--- src/psd_pkg.sv ---
// Shared types, constants and register codes for the PPM sum decoder.
`default_nettype none
package psd_pkg;

  localparam int NUM_CHANNELS = 12;
  localparam int IDX_W        = $clog2(NUM_CHANNELS + 1);
  localparam int SLOT_W       = (NUM_CHANNELS > 1) ? $clog2(NUM_CHANNELS) : 1;

  localparam logic [15:0] WIDTH_RESET = 16'd1502;
  localparam logic [3:0]  FULL_MASK   = 4'hF;

  localparam int CFG_ADDR_W = 3;
  localparam int CFG_DATA_W = 48;

  localparam logic [CFG_ADDR_W-1:0] REG_SYNC_GAP      = 3'd0;
  localparam logic [CFG_ADDR_W-1:0] REG_MIN_PULSE     = 3'd1;
  localparam logic [CFG_ADDR_W-1:0] REG_MAX_PULSE     = 3'd2;
  localparam logic [CFG_ADDR_W-1:0] REG_FS_THRESHOLD  = 3'd3;
  localparam logic [CFG_ADDR_W-1:0] REG_FS_ENABLE     = 3'd4;
  localparam logic [CFG_ADDR_W-1:0] REG_CHANNEL_ORDER = 3'd5;

  localparam logic [15:0] SYNC_GAP_RESET      = 16'd3000;
  localparam logic [15:0] MIN_PULSE_RESET     = 16'd900;
  localparam logic [15:0] MAX_PULSE_RESET     = 16'd2200;
  localparam logic [15:0] FS_THRESHOLD_RESET  = 16'd985;
  localparam logic        FS_ENABLE_RESET     = 1'b1;
  localparam logic [47:0] CHANNEL_ORDER_RESET = 48'hBA98_7654_3210;

  localparam logic OP_EDGE = 1'b0;
  localparam logic OP_READ = 1'b1;

  typedef struct packed {
    logic [15:0] sync_gap_us;
    logic [15:0] min_pulse_us;
    logic [15:0] max_pulse_us;
    logic [15:0] failsafe_threshold_us;
    logic        failsafe_enable;
    logic [47:0] channel_order;
  } cfg_t;

  typedef struct packed {
    logic        opcode;
    logic [15:0] timestamp_us;
    logic [3:0]  read_index;
  } item_t;

  typedef struct packed {
    logic [15:0] read_value;
    logic        stored_flag;
    logic [3:0]  stored_slot;
    logic        sync_seen;
    logic        failsafe_refresh;
  } result_t;

endpackage
`default_nettype wire

--- src/psd_cfg.sv ---
// Configuration register bank for the PPM sum decoder.
`default_nettype none
module psd_cfg (
  input  wire logic                            clk,
  input  wire logic                            rst,
  input  wire logic                            cfg_we,
  input  wire logic [psd_pkg::CFG_ADDR_W-1:0]  cfg_addr,
  input  wire logic [psd_pkg::CFG_DATA_W-1:0]  cfg_data,
  output psd_pkg::cfg_t                        cfg
);

  always_ff @(posedge clk) begin
    if (rst) begin
      cfg.sync_gap_us           <= psd_pkg::SYNC_GAP_RESET;
      cfg.min_pulse_us          <= psd_pkg::MIN_PULSE_RESET;
      cfg.max_pulse_us          <= psd_pkg::MAX_PULSE_RESET;
      cfg.failsafe_threshold_us <= psd_pkg::FS_THRESHOLD_RESET;
      cfg.failsafe_enable       <= psd_pkg::FS_ENABLE_RESET;
      cfg.channel_order         <= psd_pkg::CHANNEL_ORDER_RESET;
    end else if (cfg_we) begin
      unique case (cfg_addr)
        psd_pkg::REG_SYNC_GAP:      cfg.sync_gap_us           <= cfg_data[15:0];
        psd_pkg::REG_MIN_PULSE:     cfg.min_pulse_us          <= cfg_data[15:0];
        psd_pkg::REG_MAX_PULSE:     cfg.max_pulse_us          <= cfg_data[15:0];
        psd_pkg::REG_FS_THRESHOLD:  cfg.failsafe_threshold_us <= cfg_data[15:0];
        psd_pkg::REG_FS_ENABLE:     cfg.failsafe_enable       <= cfg_data[0];
        psd_pkg::REG_CHANNEL_ORDER: cfg.channel_order         <= cfg_data[47:0];
        default: begin
        end
      endcase
    end
  end

endmodule
`default_nettype wire

--- src/psd_core.sv ---
// Decoder state (edge time, index, width table, good-pulse mask) and per-word logic.
`default_nettype none
module psd_core (
  input  wire logic     clk,
  input  wire logic     rst,
  input  wire psd_pkg::cfg_t cfg,
  input  wire psd_pkg::item_t item,
  input  wire logic     advance,
  output psd_pkg::result_t result
);

  localparam int N  = psd_pkg::NUM_CHANNELS;
  localparam int IW = psd_pkg::IDX_W;
  localparam int SW = psd_pkg::SLOT_W;

  logic [15:0]   last_edge_time, last_edge_time_next;
  logic [IW-1:0] channel_index, channel_index_next;
  logic [3:0]    good_pulse_mask, good_pulse_mask_next;
  logic [15:0]   channel_widths [N];

  logic [15:0] gap;
  logic [63:0] order_ext;
  logic [3:0]  phys;
  logic        index_live;
  logic        store;
  logic [3:0]  mask_set;

  assign gap        = item.timestamp_us - last_edge_time;
  assign order_ext  = {16'd0, cfg.channel_order};
  assign phys       = order_ext[{item.read_index, 2'b00} +: 4];
  assign index_live = ({1'b0, channel_index} < (IW + 1)'(N));

  always_comb begin
    result               = '0;
    last_edge_time_next  = last_edge_time;
    channel_index_next   = channel_index;
    good_pulse_mask_next = good_pulse_mask;
    store                = 1'b0;
    mask_set             = good_pulse_mask;
    unique case (item.opcode)
      psd_pkg::OP_READ: begin
        if ({1'b0, item.read_index} < 5'(N) && {1'b0, phys} < 5'(N)) begin
          result.read_value = channel_widths[phys[SW-1:0]];
        end
      end
      psd_pkg::OP_EDGE: begin
        last_edge_time_next = item.timestamp_us;
        if (gap > cfg.sync_gap_us) begin
          channel_index_next = '0;
          result.sync_seen   = 1'b1;
        end else begin
          if (gap > cfg.min_pulse_us && gap < cfg.max_pulse_us && index_live) begin
            store              = 1'b1;
            result.stored_flag = 1'b1;
            result.stored_slot = 4'(channel_index);
            if (cfg.failsafe_enable) begin
              if ({1'b0, channel_index} < (IW + 1)'(4) && gap > cfg.failsafe_threshold_us) begin
                mask_set = good_pulse_mask | (4'd1 << channel_index[1:0]);
              end
              // full mask: clear it and raise the refresh flag
              if (mask_set == psd_pkg::FULL_MASK) begin
                good_pulse_mask_next    = '0;
                result.failsafe_refresh = 1'b1;
              end else begin
                good_pulse_mask_next = mask_set;
              end
            end
          end
          if (index_live) begin
            channel_index_next = channel_index + IW'(1);
          end
        end
      end
      default: begin
      end
    endcase
  end

  always_ff @(posedge clk) begin
    if (rst) begin
      last_edge_time  <= '0;
      channel_index   <= '0;
      good_pulse_mask <= '0;
    end else if (advance) begin
      last_edge_time  <= last_edge_time_next;
      channel_index   <= channel_index_next;
      good_pulse_mask <= good_pulse_mask_next;
    end
  end

  always_ff @(posedge clk) begin
    if (rst) begin
      for (int i = 0; i < N; i++) begin
        channel_widths[i] <= psd_pkg::WIDTH_RESET;
      end
    end else if (advance && store) begin
      channel_widths[channel_index[SW-1:0]] <= gap;
    end
  end

endmodule
`default_nettype wire

--- src/psd_out_reg.sv ---
// Result register on the master-side stream.
`default_nettype none
module psd_out_reg (
  input  wire logic        clk,
  input  wire logic        rst,
  input  wire logic        load,
  input  wire psd_pkg::result_t result,
  output logic             can_load,
  output logic             m_tvalid,
  input  wire logic        m_tready,
  output logic [23:0]      m_tdata
);

  psd_pkg::result_t held;

  assign can_load = !m_tvalid || m_tready;

  always_ff @(posedge clk) begin
    if (rst) begin
      m_tvalid <= 1'b0;
    end else if (can_load) begin
      m_tvalid <= load;
    end
  end

  always_ff @(posedge clk) begin
    if (load && can_load) begin
      held <= result;
    end
  end

  assign m_tdata = {1'b0, held.failsafe_refresh, held.sync_seen, held.stored_slot,
                    held.stored_flag, held.read_value};

endmodule
`default_nettype wire

--- src/ppm_sum_decoder.sv ---
// Top level of the PPM sum decoder: input register, decoder core, result register.
`default_nettype none
// PPM sum decoder. Each slave-side word is either an edge event (tuser = 0) carrying
// a wrapping 16-bit microsecond timestamp, or a channel read (tuser = 1). Every word
// yields exactly one master-side word. An edge measures the gap to the previous edge
// modulo 2^16: a gap above sync_gap_us restarts the channel index, a gap strictly
// between min_pulse_us and max_pulse_us is stored as the current channel's width,
// and the index advances, holding at the channel count until the next sync. With
// failsafe enabled, good pulses on channels 0 to 3 fill a mask; a full mask clears
// and raises failsafe_refresh. A read returns a width through channel_order. The
// block takes one word per cycle unless m_tready stalls it. Each word passes the input
// register, then the subtract/compare and table update into the result register.
// Configuration writes (cfg_we, cfg_addr, cfg_data) take effect at once and must be
// issued only while no word is in flight. Channel widths reset to 1502.
module ppm_sum_decoder (
  input  wire logic                            clk,
  input  wire logic                            rst,
  input  wire logic                            cfg_we,
  input  wire logic [psd_pkg::CFG_ADDR_W-1:0]  cfg_addr,
  input  wire logic [psd_pkg::CFG_DATA_W-1:0]  cfg_data,
  input  wire logic                            s_tvalid,
  output logic                                 s_tready,
  input  wire logic [23:0]                     s_tdata,  // timestamp_us, read_index, pad
  input  wire logic                            s_tuser,  // opcode
  output logic                                 m_tvalid,
  input  wire logic                            m_tready,
  output logic [23:0]                          m_tdata   // read_value, stored_flag,
                                                         // stored_slot, sync_seen,
                                                         // failsafe_refresh, pad
);

  psd_pkg::cfg_t    cfg;
  psd_pkg::item_t   item;
  psd_pkg::result_t result;
  logic             item_valid;
  logic             can_load;
  logic             advance;

  psd_cfg u_cfg (
    .clk      (clk),
    .rst      (rst),
    .cfg_we   (cfg_we),
    .cfg_addr (cfg_addr),
    .cfg_data (cfg_data),
    .cfg      (cfg)
  );

  // move the held word into the result register when there is room
  assign advance  = item_valid && can_load;
  assign s_tready = !item_valid || can_load;

  always_ff @(posedge clk) begin
    if (rst) begin
      item_valid <= 1'b0;
    end else if (s_tready) begin
      item_valid <= s_tvalid;
    end
  end

  always_ff @(posedge clk) begin
    if (s_tvalid && s_tready) begin
      item.opcode       <= s_tuser;
      item.timestamp_us <= s_tdata[15:0];
      item.read_index   <= s_tdata[19:16];
    end
  end

  psd_core u_core (
    .clk     (clk),
    .rst     (rst),
    .cfg     (cfg),
    .item    (item),
    .advance (advance),
    .result  (result)
  );

  psd_out_reg u_out (
    .clk      (clk),
    .rst      (rst),
    .load     (advance),
    .result   (result),
    .can_load (can_load),
    .m_tvalid (m_tvalid),
    .m_tready (m_tready),
    .m_tdata  (m_tdata)
  );

endmodule
`default_nettype wire

--- config.mk ---
export PLATFORM = sky130hd
export DESIGN_NAME = ppm_sum_decoder
export DESIGN_NICKNAME = d
export VERILOG_FILES = /design/src/psd_pkg.sv /design/src/psd_cfg.sv /design/src/psd_core.sv /design/src/psd_out_reg.sv /design/src/ppm_sum_decoder.sv
export SDC_FILE = /design/constraint.sdc
export NUM_CORES = 1
export LEC_CHECK = 0
export ABC_CLOCK_PERIOD_IN_PS = 8750
export BUFFER_PORTS_ARGS = -buffer_cell sky130_fd_sc_hd__buf_4
export CORE_MARGIN = 3
export CORE_UTILIZATION = 30
export CTS_CLUSTER_DIAMETER = 80
export DETAILED_ROUTE_END_ITERATION = 10
export PLACE_DENSITY = 0.47
export SLEW_MARGIN = 5
export SYNTH_ARGS = -nofsm -noshare
export SYNTH_HDL_FRONTEND = slang
export SYNTH_HIERARCHICAL = 1
export SYNTH_SLANG_ARGS = --single-unit
--- constraint.sdc ---
create_clock -name clk -period 8.75 [get_ports clk]
set_input_delay 0.875 -clock clk [delete_from_list [all_inputs] [get_ports clk]]
set_output_delay 0.875 -clock clk [all_outputs]
set_load 0.01 [all_outputs]
Yosys cells after proc, flatten, opt, wreduce, memory -nomap -nowiden. Memories as Yosys holds them, arrays and structs flattened. A register that Yosys moved wholly into a read port is not among the register bits. Cells that the tools add are included.

Flip-flop bits (word level): 167. Input port bits: 81. RAM bits: 192. Output and inout bits: 26. Memories kept: 1.

Memories: u_core.channel_widths (depth 12, bits a word 16, rd ports 1, clocked after memory_dff 1, wr ports 12, line psd_core.sv:19) `logic [15:0] channel_widths [N];`.

Order comparisons: 8. Bitwise gates (word level): 5. Reduce and logical (&&, ||, !) cells: 29. Equal/unequal tests: 6. Shifts and indexed selects: 2. Add/sub/neg operators: 2. Multiplexer cells: 22.

Operators by type and width (number): $shiftx 64x7->4 (1); $gt 16x16->1 (3); $mux 4 (9); $lt 16x16->1 (1); $mux 16 (1); $reduce_and 2->1 (8); $reduce_or 16->1 (1); $sub 16x16->16 (1); $lt 4x4->1 const B (3); $mux 1 (11); $logic_and 1x1->1 (8); $eq 3x2->1 const B (2); $eq 3x3->1 const B (2); $mux 5 (1); $reduce_and 5->1 (1); $add 4x1->4 const B (1); $eq 4x4->1 const B (1); $lt 4x3->1 const B (1); $not 1->1 (4); $or 4x4->4 (1); $reduce_or 4->1 (1); $shl 1x2->4 const A (1); $eq 3x1->1 const B (1); $logic_not 1->1 (3); other kinds (6) (7).

Longest topological paths before layout.
Depth after elaboration: 13. Depth in mapped cells: 23. Depth with buffers taken out: 20.

By module. The synthesis kept the hierarchy.

By module, submodules not included: psd_core (sequential area each 6246.0 um^2, cells each 1198, times used 1, area each 12550.8 um^2); psd_cfg (sequential area each 2262.2 um^2, cells each 445, times used 1, area each 4616.9 um^2); psd_out_reg (sequential area each 710.7 um^2, cells each 30, times used 1, area each 757.0 um^2); ppm_sum_decoder (sequential area each 650.6 um^2, cells each 27, times used 1, area each 693.2 um^2).

Least setup slack after synthesis. No wires, ideal clock.

Path type: reg2reg. Start: reg item[6] (netlist name). End: mem u_core.channel_widths[4][0], enable pin. Period minus slack after synthesis: 5.157 ns. Setup slack: 3.593 ns. Path buffers: 2. Data arrival time: 4.782 ns. Stages on the path, launching flop included: 21. Path through: edfxtp_1 ha_1 nor2b_1 o31a_1 o31a_1 o2111ai_1 nand3b_1 a31oi_1 xor2_1 buf_2 inv_1 ha_1 nand4_1 nor3_1 nor3_1 nand4_1 a221o_1 a2111oi_4 buf_6 nand3_2 nand2b_1.

RTL lines (line): end: declaration (psd_core.sv:19).

==> impl_results.md <==
- Gpl congestion: 0.795
- Storage element area: 0.00987 mm^2
- Critical path cell sequence: ha_1 -> nor2b_1 -> o31a_1 -> o21a_1 -> a21oi_1 -> xor2_1 -> inv_1 -> ha_1 -> and3_4 -> a221oi_1 -> or4_1 -> nand4_1 -> a221o_1 -> a2111oi_4 -> and3_1 -> or2_2
- Fill count: 6128
- Max Cap Violations: 0
- Initial antenna violation count: 0
- P_int: 0.00318 W
- Core area: 0.0609 mm^2
- Period utilization: 78.6%
- RSZ-0062 raised after global routing: false
- Top cell type's share of synthesized area: 38.1%
- Hold Fails Final Rpt: 0
- Pins Over Slew Limit: 0
- Hold_sp: u_core/last_edge_time[13]
- Sw Share: 26.3%
- Minimum clock period: 6.87 ns
- Setup TNS: 0 ns
- Number of CTS-inserted buffers: 45
- NetSw: 0.00113 W
- Post-Syn Nets: 1864
- Clock group share of total power: 41.9%
- Worst setup margin: 1.88 ns
- Async set-reset flop share out of synthesis: 0%
- Hold_buf cts: 0
- Synth top area cells: edfxtp_1 38%, dfxtp_1 15%, mux2i_1 8.8%
- Global Route Usage Sum: 15.4%
- Worst EP arrival: 7.08 ns
- Worst Skew: 0.0299 ns
- CTS tree: done
- CP Max Fanout: 17
- Post-synth EDFFs: 236
- Commonest non-fill, non-tap cell in the layout: edfxtp_1
- Number of remaining DRC errors: 0
- Post-Syn Area: 0.0186 mm^2
- Area of the multi-input gates: 0.00786 mm^2
- HPWL Detailed: 33200 um
- Worst hold slack: 0.455 ns
- Comb pwr share: 13.1%
- Register area share after synthesis: 53.0%
- DRT Pass-1 Iters: 5
- Starting DRT DRC Count: 738
- Die Ht: 255 um
- HP Class: register to register
- Ports: 107
- CTS clk-pin slew, worst paths: 0.06 ns
- Final Power: 0.00432 W
- R2r startpoint: item[5]
- Primary FF master, synth: edfxtp_1
- Slowest cell on the critical path: a2111oi_4
- Synthesized area per cell: 11.0 um^2
- PostCTS Resize Cnt: 0
- WL/cell: 18.9 um
- Total congestion overflow: 0
- Yosys top cell by area: edfxtp_1
- Final net count: 1922
- Htree depth: 2
- PortBufs: 101
- Post-synth cell types: 67
- Sequential fraction of design power: 45.0%
- Vias per cell: 4.67
- Critical path class: register to register
- Syn Inst Count: 1700
- Share of layout cells above drive strength 1: 15.4%
- Worst relative slew slack: 18.0%
- Leakage: 7.98 nW
- Largest net degree at the start of global routing: 173
- Area growth, synth to finish: 15.4%
- PwrDens: 201 mW/mm^2
- N_diodes: 0
- Most frequent CP cell: ha_1
- Rows: 90
- Max Freq: 145 MHz
- Yosys reg bits: 375
- DIE WIDTH: 255 um
- Crit path launch type: register
- Setup violations, final: 0
- Initial Util: 30.6%
- WL final: 49500 um
- Worst slack, placed: 1.85 ns
- Crit path launch: item[5]
- Antenna-violating nets left: 0
- Worst EP required: 8.96 ns
- DR vias: 12.3k
- Worst VDD drop: 0.154 mV
- Vias in the first global route: 12.5k
- First-pass GRT wire length: 75900 um
- Worst-margin pin slew: 1.23 ns
- Synth warn: 6
- Clk sink count: 375
- DIE AREA: 0.0651 mm^2
- CP endpoint kind: register
- Latest clock arrival within the worst-skew pair: 0.59 ns
- Clock Path Buffers: 3
- Clk root buf: clkbuf_16
- Post-CTS Setup Bufs: 0
- Outcome: finished, final reports clean
- Crit-path max cell delay: 1.04 ns
- Most frequent cells in the layout: 236 x edfxtp_1, 207 x nor2_1, 171 x nand2_1
==> synthesized netlist by cell type, types with 11 or more instances <==
cell type	n
a21oi_1	80
mux4_2	12
nor2b_1	15
nand2b_1	118
buf_4	11
and2_1	11
nand2_1	171
inv_1	102
clkbuf_1	58
mux2_2	48
and3_1	13
ha_1	82
o221ai_1	15
buf_2	30
mux2i_1	163
nor2_1	207
o211ai_1	20
o21ai_0	20
dfxtp_1	139
edfxtp_1	236
nand4_1	11
==> critical path: cells and delay by family (launching register included) <==
family	cells	cell delay [ns]
flip-flops	1	0.42
adder cells (fa/ha/maj)	2	0.67
XOR/XNOR	1	0.77
AND/OR/NAND/NOR	6	1.89
buffers and inverters	1	0.28
AO/OA/AOI/OAI	6	2.42
==> registers in the layout, summed over array words and instances (netlist names) <==
signal and cells:
item 21, item_valid 1, u_cfg/cfg 113, u_core/channel_index 4, u_core/channel_widths 192, u_core/good_pulse_mask 4
u_core/last_edge_time 16, u_out/m_tdata 23, u_out/m_tvalid 1
==> cell type report <==
class	count	share of cell area, %
clock buffer	61	5.61
multi-input combinational	1113	36.6
timing repair buffer	121	4.30
clock inverter	22	0.955
inverter	102	1.78
sequential	375	45.9
tap	828	4.82
==> stage by stage <==
stage / instances / instance area, um^2 / utilization [%]
after floorplan: 1700 / 18600 / -
after global placement: 2539 / 20100 / 33.0
after detailed placement: 2539 / 20100 / 33.0
after CTS: 2622 / 21500 / 35.3
after global routing: 2622 / 21500 / 35.3
final: 2622 / 21500 / 35.3
==> power groups by stage <==
stage	sequential (W)	clock, W	combinational [W]
floorplan	0.00197	0	0.000357
global placement	0.00198	0	0.000567
detailed placement	0.00198	0	0.000572
CTS	0.00194	0.00187	0.000574
global route	0.00195	0.00194	0.000625
finish	0.00194	0.00181	0.000563
==> path summary, 6_finish.rpt <==
kind                                  endpoint  slack [ns]  depth (start not counted)
setup / recovery  u_core/channel_widths[11][2]        1.88                         16
hold / removal       u_core/last_edge_time[13]        0.45                          2
setup reg to reg  u_core/channel_widths[11][2]        1.88                         16
hold reg to reg      u_core/last_edge_time[13]        0.45                          2
==> metal layers <==
layer | global-route usage (%) | share of wire, %
met1 | 20.3 | 46
met5 | 0 | 0
met3 | 3.05 | 4.5
met4 | 3.57 | 1.9
met2 | 26.0 | 48
==> kinds of logic (layout without fill, tap and decap cells) <==
group / after synthesis / after routing / share of synthesized area [%]
simple gates: 606 / 606 / 16.2
flops: 375 / 375 / 53.0
mux: 223 / 223 / 13.1
buf+inv: 212 / 306 / 4.98
compound gates: 188 / 188 / 6.52
fa+ha+maj: 83 / 83 / 5.62
xor+xnor: 12 / 12 / 0.565
other cells: 1 / 1 / 0.0201
No activity file was read; power rests on OpenSTA's default activity.
